$ cat config.mk
export PLATFORM = sky130hd
export DESIGN_NAME = phantom_rtc_rom_socket_core
export DESIGN_NICKNAME = d
export VERILOG_FILES = /design/src/rtl/core/phrtc_pkg.sv /design/src/rtl/core/phrtc_snapshot.sv /design/src/rtl/core/phrtc_engine.sv /design/src/rtl/core/phantom_rtc_rom_socket_core.sv
export SDC_FILE = /design/constraint.sdc
export NUM_CORES = 1
export LEC_CHECK = 0
export BUFFER_PORTS_ARGS = -buffer_cell sky130_fd_sc_hd__buf_2
export CAP_MARGIN = 25
export CORE_ASPECT_RATIO = 1.1
export CORE_UTILIZATION = 51
export DETAILED_ROUTE_END_ITERATION = 16
export PLACE_DENSITY = 0.69
export SLEW_MARGIN = 20
export SYNTH_ARGS = -nofsm -noshare
export SYNTH_HDL_FRONTEND = slang
export SYNTH_SLANG_ARGS = --single-unit
$ cat constraint.sdc
create_clock -name clk -period 5.6 [get_ports clk]
set_input_delay 1.12 -clock clk [delete_from_list [all_inputs] [get_ports clk]]
set_output_delay 1.12 -clock clk [all_outputs]
set_load 0.05 [all_outputs]
$ cat src/rtl/core/phrtc_pkg.sv
// Shared types, constants and a helper function for the phantom RTC ROM socket.
// Used by every module in rtl/core; depends on nothing else.
`default_nettype none

package phrtc_pkg;

  localparam int unsigned PatternBits = 64;
  localparam int unsigned CountBits   = $clog2(PatternBits);

  localparam logic [PatternBits-1:0] UNLOCK_PATTERN = 64'h5CA3_3AC5_5CA3_3AC5;
  localparam logic [7:0]             HOUR_FLAG      = 8'h80;
  localparam logic [7:0]             DATA_KEEP_MASK = 8'hFE;
  localparam logic [2:0]             WEEKDAY_SUNDAY = 3'd7;

  typedef enum logic [1:0] {
    MODE_IDLE     = 2'd0,
    MODE_MATCHING = 2'd1,
    MODE_READING  = 2'd2
  } mode_t;

  // One ROM read as seen on the socket, together with the current time.
  typedef struct packed {
    logic       data_bit;
    logic       read_mode;
    logic [7:0] rom_data;
    logic [5:0] seconds;
    logic [5:0] minutes;
    logic [4:0] hours;
    logic [2:0] weekday;
    logic [4:0] day_of_month;
    logic [3:0] month;
    logic [6:0] year_in_century;
  } item_t;

  // The byte returned to the CPU for that read.
  typedef struct packed {
    logic [7:0] read_data;
    logic       clock_bit_served;
  } result_t;

  // Engine state exported to the top level for checking.
  typedef struct packed {
    mode_t                mode;
    logic [CountBits-1:0] bit_count;
  } engine_status_t;

  // Tens digit in the high nibble, units in the low nibble. The division by
  // ten is a multiply by 205 and a shift, which is exact for all 7-bit values.
  function automatic logic [7:0] bcd_byte(input logic [6:0] v);
    logic [14:0] prod;
    logic [3:0]  tens;
    logic [6:0]  units;
    prod  = {8'd0, v} * 15'd205;
    tens  = prod[14:11];
    units = v - 7'({3'd0, tens} * 7'd10);
    return {tens, units[3:0]};
  endfunction

endpackage

`default_nettype wire

$ cat src/rtl/core/phrtc_snapshot.sv
// Converts the current time fields of a word into the 64-bit BCD time image.
// Depends on phrtc_pkg.
`default_nettype none

module phrtc_snapshot (
  input  phrtc_pkg::item_t                          item,
  output logic [phrtc_pkg::PatternBits-1:0]         image
);
  import phrtc_pkg::*;

  logic [2:0] weekday_adj;

  // Sunday is reported as seven rather than zero.
  assign weekday_adj = (item.weekday == 3'd0) ? WEEKDAY_SUNDAY : item.weekday;

  assign image = {
    bcd_byte(item.year_in_century),
    bcd_byte({3'd0, item.month}),
    bcd_byte({2'd0, item.day_of_month}),
    {5'd0, weekday_adj},
    HOUR_FLAG | bcd_byte({2'd0, item.hours}),
    bcd_byte({1'd0, item.minutes}),
    bcd_byte({1'd0, item.seconds}),
    8'h00
  };

endmodule

`default_nettype wire

$ cat src/rtl/core/phrtc_engine.sv
// Mode sequencer, pattern shift register and time image for the ROM socket.
// Depends on phrtc_pkg and phrtc_snapshot.
`default_nettype none

module phrtc_engine (
  input  logic                       clk,
  input  logic                       rst,
  input  logic                       step,
  input  phrtc_pkg::item_t           item,
  output phrtc_pkg::result_t         result,
  output phrtc_pkg::engine_status_t  status
);
  import phrtc_pkg::*;

  mode_t                  mode;
  mode_t                  mode_next;
  logic [CountBits-1:0]   bit_count;
  logic [CountBits-1:0]   bit_count_next;
  logic [PatternBits-1:0] pattern_shift;
  logic [PatternBits-1:0] pattern_shift_next;
  logic [PatternBits-1:0] time_snapshot;
  logic [PatternBits-1:0] snap_image;
  logic [PatternBits-1:0] pattern_full;
  logic [PatternBits-1:0] bit_mask;
  logic                   last_bit;
  logic                   unlocked;
  logic                   load_snapshot;

  phrtc_snapshot u_snapshot (
    .item  (item),
    .image (snap_image)
  );

  assign bit_mask     = {{(PatternBits-1){1'b0}}, item.data_bit} << bit_count;
  assign pattern_full = pattern_shift | bit_mask;
  assign last_bit     = (bit_count == CountBits'(PatternBits - 1));
  assign unlocked     = (pattern_full == UNLOCK_PATTERN);

  always_comb begin
    mode_next = mode;
    unique case (mode)
      MODE_MATCHING: begin
        if (item.read_mode) begin
          mode_next = MODE_IDLE;
        end else if (last_bit) begin
          mode_next = unlocked ? MODE_READING : MODE_IDLE;
        end
      end
      MODE_READING: begin
        if (!item.read_mode) begin
          mode_next = MODE_MATCHING;
        end else if (last_bit) begin
          mode_next = MODE_IDLE;
        end
      end
      default: begin
        mode_next = item.read_mode ? MODE_IDLE : MODE_MATCHING;
      end
    endcase
  end

  always_comb begin
    result.read_data        = item.rom_data;
    result.clock_bit_served = 1'b0;
    bit_count_next          = bit_count;
    pattern_shift_next      = pattern_shift;
    load_snapshot           = 1'b0;
    unique case (mode)
      MODE_MATCHING: begin
        if (item.read_mode) begin
          bit_count_next = '0;
        end else begin
          // The counter wraps to zero on the last pattern bit.
          pattern_shift_next = pattern_full;
          bit_count_next     = bit_count + 1'b1;
          load_snapshot      = last_bit && unlocked;
        end
      end
      MODE_READING: begin
        if (item.read_mode) begin
          result.read_data        = (item.rom_data & DATA_KEEP_MASK)
                                    | {7'd0, time_snapshot[bit_count]};
          result.clock_bit_served = 1'b1;
          bit_count_next          = bit_count + 1'b1;
        end else begin
          pattern_shift_next = {{(PatternBits-1){1'b0}}, item.data_bit};
          bit_count_next     = CountBits'(1);
        end
      end
      default: begin
        if (!item.read_mode) begin
          pattern_shift_next = {{(PatternBits-1){1'b0}}, item.data_bit};
          bit_count_next     = CountBits'(1);
        end else begin
          bit_count_next = '0;
        end
      end
    endcase
  end

  always_ff @(posedge clk) begin
    if (rst) begin
      mode          <= MODE_IDLE;
      bit_count     <= '0;
      pattern_shift <= '0;
    end else if (step) begin
      mode          <= mode_next;
      bit_count     <= bit_count_next;
      pattern_shift <= pattern_shift_next;
    end
  end

  // The time image is only read after it has been loaded, so it needs no reset.
  always_ff @(posedge clk) begin
    if (step && load_snapshot) begin
      time_snapshot <= snap_image;
    end
  end

  assign status.mode      = mode;
  assign status.bit_count = bit_count;

endmodule

`default_nettype wire

$ cat src/rtl/core/phantom_rtc_rom_socket_core.sv
// Top level of the phantom RTC ROM socket: input register, engine, result register.
// Depends on phrtc_pkg, phrtc_engine and phrtc_snapshot.
//
// Every ROM read enters on the item channel (item_valid / item_ready / item)
// as one word carrying the address bits, the ROM byte and the current time.
// Each accepted word produces exactly one word on the result channel
// (result_valid / result_ready / result): the ROM byte, with bit 0 replaced
// by a time bit while the time image is being read out.
//
// A word is captured in the input register at the edge it is accepted; its
// result then passes into the result register. One word is taken per clock
// cycle; the figure is set by the input register and the result register,
// which both move together whenever the result register is free or being
// emptied in the same cycle.
//
// If the receiver holds result_ready low, the result register keeps its
// word, the input register fills, and item_ready falls until the receiver
// takes the result. Reset (rst, synchronous) empties both registers and
// returns the sequencer to idle with the pattern register cleared.
`default_nettype none

module phantom_rtc_rom_socket_core (
  input  logic                clk,
  input  logic                rst,
  input  logic                item_valid,
  output logic                item_ready,
  input  phrtc_pkg::item_t    item,
  output logic                result_valid,
  input  logic                result_ready,
  output phrtc_pkg::result_t  result
);
  import phrtc_pkg::*;

  item_t          item_q;
  logic           item_q_valid;
  logic           advance;
  result_t        result_next;
  engine_status_t status;

  assign advance    = item_q_valid && (!result_valid || result_ready);
  assign item_ready = !item_q_valid || advance;

  always_ff @(posedge clk) begin
    if (rst) begin
      item_q_valid <= 1'b0;
    end else if (item_ready) begin
      item_q_valid <= item_valid;
    end
  end

  always_ff @(posedge clk) begin
    if (item_ready && item_valid) begin
      item_q <= item;
    end
  end

  phrtc_engine u_engine (
    .clk    (clk),
    .rst    (rst),
    .step   (advance),
    .item   (item_q),
    .result (result_next),
    .status (status)
  );

  always_ff @(posedge clk) begin
    if (rst) begin
      result_valid <= 1'b0;
    end else if (advance) begin
      result_valid <= 1'b1;
    end else if (result_ready) begin
      result_valid <= 1'b0;
    end
  end

  always_ff @(posedge clk) begin
    if (advance) begin
      result <= result_next;
    end
  end

  // The upper seven bits of the ROM byte always pass through untouched.
  assert property (@(posedge clk) disable iff (rst)
    advance |-> (result_next.read_data[7:1] == item_q.rom_data[7:1]))
    else $error("upper ROM data bits altered");

  // Bit 0 is only replaced while the time image is being read out.
  assert property (@(posedge clk) disable iff (rst)
    (advance && !result_next.clock_bit_served)
      |-> (result_next.read_data == item_q.rom_data))
    else $error("ROM byte altered without a time bit");

  assert property (@(posedge clk) disable iff (rst)
    (advance && result_next.clock_bit_served) |-> (status.mode == MODE_READING))
    else $error("time bit served outside the reading mode");

  // A data read during matching always aborts the sequence.
  assert property (@(posedge clk) disable iff (rst)
    (advance && status.mode == MODE_MATCHING && item_q.read_mode)
      |=> (status.mode == MODE_IDLE && status.bit_count == '0))
    else $error("data read did not abort matching");

  assert property (@(posedge clk) disable iff (rst)
    (status.mode == MODE_IDLE) |-> (status.bit_count == '0))
    else $error("bit counter not cleared in idle");

endmodule

`default_nettype wire

==> impl_metrics.ini <==
[run_status]
status = completed

[pwr]
powerDensity_nw_per_um2 = 278.9
irDropWorstVdd_mv = 0.2335
cellLeakagePower_nw = 5.056
power_mw = 3.294

[die]
fp.dieW_um = 139.6
rows = 55
die_h_um = 153.4
core_um2 = 20510
start_util_pct = 51.83
die_area_um2 = 21420
pin_count = 61

[detailed_routing]
wl_met3_um = 908
ant_nets = 0
wl_met2_mm = 10.71
via_per_inst = 5.739
drtIter0Drc = 472
drt-met1-wl_mm = 9.163
dr.pass1.iters = 5
vias = 7490
drc = 0
wirelength_mm = 21.42
detail_route.wl_per_cell_um = 16.42
highest_layer = met4

[clocking]
htree_levels = 4
numCtsBuffers = 17
cts_root_buffer = clkbuf_16
cts_hold_buf = 0
cts_sinks = 171
path_clk_slew_ns = 0.07
worstSkewPairLatency_ns = 0.44
cts_setup_buffers = 0
post_cts_resized = 0
cts_tree = built
clockBufferDepth = 2

[sta]
fin_crit_sh_pct = 82.86
final-max-slew-violation-count = 0
setup_viol = 0
timing.final.hold_violations = 0
hold_slack_ns = 0.4219
max_slew_margin_pct = 35.86
rsz0062_at_grt = no
worst_pin_slew_ns = 0.9609
clock_skew_ns = 0.01075
fin_setup_tns_ns = 0
fmax_ghz = 0.2155
fin_crit_ns = 4.640
fin_ws_ns = 0.9599

[critical_path]
crit_path_end_kind = flop
worst-setup-path-type = reg2reg
required_ns = 5.78
slowest_delay_ns = 0.51
start_kind = flop
cp_max_fo = 4
critPathSlowestCell = fa_1
path_cells = ha_1 > ha_1 > fa_1 > inv_1 > fa_1 > inv_1 > ha_1 > a21oi_1 > a211oi_1 > o221a_2 > nor2_1 > xnor2_1 > ha_1 > inv_1 > fa_1 > xnor2_1 > xnor2_1 > xnor2_1
cp_data_arrival_time_ns = 4.82
timing.reg2reg.setup_slack_ns = 0.96

[synthesis]
syn_inst = 987
syn_nets = 1217
async_flop_share_pct = 0
synth_xor_area_share_pct = 2.849
synth_top_family_by_area = adder cells
synth.area.mux_share_pct = 2.036
synth_fa_ha_area_share_pct = 23.24
synth_edf_count = 97
yosysSeqAreaShare_pct = 41.34
synth_cell_types = 76
synth_compound_area_share_pct = 12.32
netlist_area_um2 = 10630
ys_seq_elements = 171
yosys_warnings = 0
ys.flop_type = edfxtp_1
yosys.area_share.simple_pct = 12.14
avgSynthCellArea_um2 = 10.77

[global_route]
first_global_vias = 7538
grt_start_max_net_pins = 71
grtUsageTotal_pct = 21.27
grt_first_pass_wirelength_mm = 36.02
grt-ovfl-total = 0
antenna_found_initial = 0

[finish]
syn2layout_area_growth_pct = 11.12
diodes = 0
drive_above_1_share_pct = 13.25
final_nets = 1266

[placed_design]
port_buffers = 60
dp_hpwl_mm = 15.69
pre_cts_ws_ns = 0.9185
place_congestion = 0.8570

[hold_path]
worst_hold_path_type = reg2reg

[job]
drv_cap = 0
## final cells by class
class | count | area [um2]
Inverter | 117 | 439.2
Tap cell | 256 | 320.3
Sequential cell | 171 | 4397
Multi-Input combinational cell | 658 | 5598
Timing Repair Buffer | 71 | 440.4
Fill cell | 1717 | 8696
Clock buffer | 19 | 475.5
Clock inverter | 13 | 141.4
## worst max-delay path, delay by kind of cell (launching register included)
kind | cells | cell delay, ns
AO/OA/AOI/OAI | 3 | 0.54
XOR/XNOR | 4 | 0.72
adder cells (fa/ha/maj) | 7 | 2.47
buffers and inverters | 3 | 0.15
flip-flops | 1 | 0.45
AND/OR/NAND/NOR | 1 | 0.06
## where the power goes
part / leakage, nW / internal (mW) / switching, mW / total (mW)
Clock: 0.309 / 0.685 / 0.532 / 1.22
Combinational: 3.24 / 0.305 / 0.356 / 0.661
Sequential: 1.50 / 1.39 / 0.0296 / 1.42
Total: 5.06 / 2.38 / 0.918 / 3.29
## final timing paths
check              from                    endpoint  cells past startpoint
min reg2reg  item_q[41]                   result[6]                      0
max reg2reg   item_q[4]  u_engine.time_snapshot[59]                     18
min          item_q[41]                   result[6]                      0
max           item_q[4]  u_engine.time_snapshot[59]                     18
## cells in the final DEF (no fill, tap or decap), drive strengths merged, types with 10 or more instances in the layout
master / n
a21oi: 44
a22oi: 60
buf: 71
clkbuf: 19
dfxtp: 74
edfxtp: 97
fa: 29
ha: 151
inv: 127
nand2: 35
nand3: 13
nor2: 92
nor3: 14
nor4: 14
o21ai: 20
xnor2: 22
xor2: 10
## registers in the layout (all words and copies together), names as in the netlist
signal	count
u_engine.time_snapshot	42
result	9
u_engine.pattern_shift	64
u_engine.bit_count	6
u_engine.mode	2
item_q_valid	1
result_valid	1
item_q	46
## per-layer routing
layer  vias to the layer above  global-route usage, %
met2                       186                  36.92
met1                      3609                  26.23
li1                       3650                      -
met4                         0                  9.471
met3                        45                  3.102
met5                         -                      0
## stage by stage
stage	instance area [um2]	std cells	util, %
2_1_floorplan	10630	987	-
3_3_place_gp	11110	1269	54.16
3_5_place_dp	11190	1273	54.59
4_1_cts	11810	1305	57.60
5_1_grt	11810	1305	57.60
6_report	11810	1305	57.60
## cells by family after synthesis
kind of cell,count (synthesis)
and+or+nand+nor,240
adders and majority gates,180
xor gates and xnor gates,33
DFF,171
muxes,15
AOI/OAI and AO/OA,190
buffers and inverters,158
## synth_stat cells, types with 3 or more instances
master	instances	share of area, %
a211oi_1	8	0.57
a21oi_1	43	2.0
a22oi_1	60	4.2
a31oi_1	6	0.35
a32oi_1	7	0.58
a41o_1	3	0.28
and2_1	8	0.47
and3_1	8	0.47
and3b_1	3	0.25
buf_1	7	0.25
buf_2	9	0.42
buf_4	4	0.28
clkbuf_1	18	0.64
dfxtp_1	74	14
edfxtp_1	97	27
fa_1	29	5.5
ha_1	151	18
inv_1	114	4.0
inv_2	3	0.11
mux2_2	3	0.32
mux2i_1	7	0.66
mux4_2	5	1.1
nand2_1	35	1.2
nand2b_1	8	0.47
nand3_1	13	0.61
nand4_1	7	0.41
nor2_1	91	3.2
nor2b_1	7	0.41
nor3_1	13	0.61
nor4_1	12	0.71
o21a_1	5	0.35
o21ai_0	20	0.94
o21bai_1	5	0.35
o22ai_1	4	0.24
o31a_1	8	0.66
o31ai_1	3	0.21
or2_2	6	0.35
or3_1	3	0.18
or4_1	3	0.21
xnor2_1	22	1.8
xor2_1	10	0.82
Power figures use the tool's default switching activity.
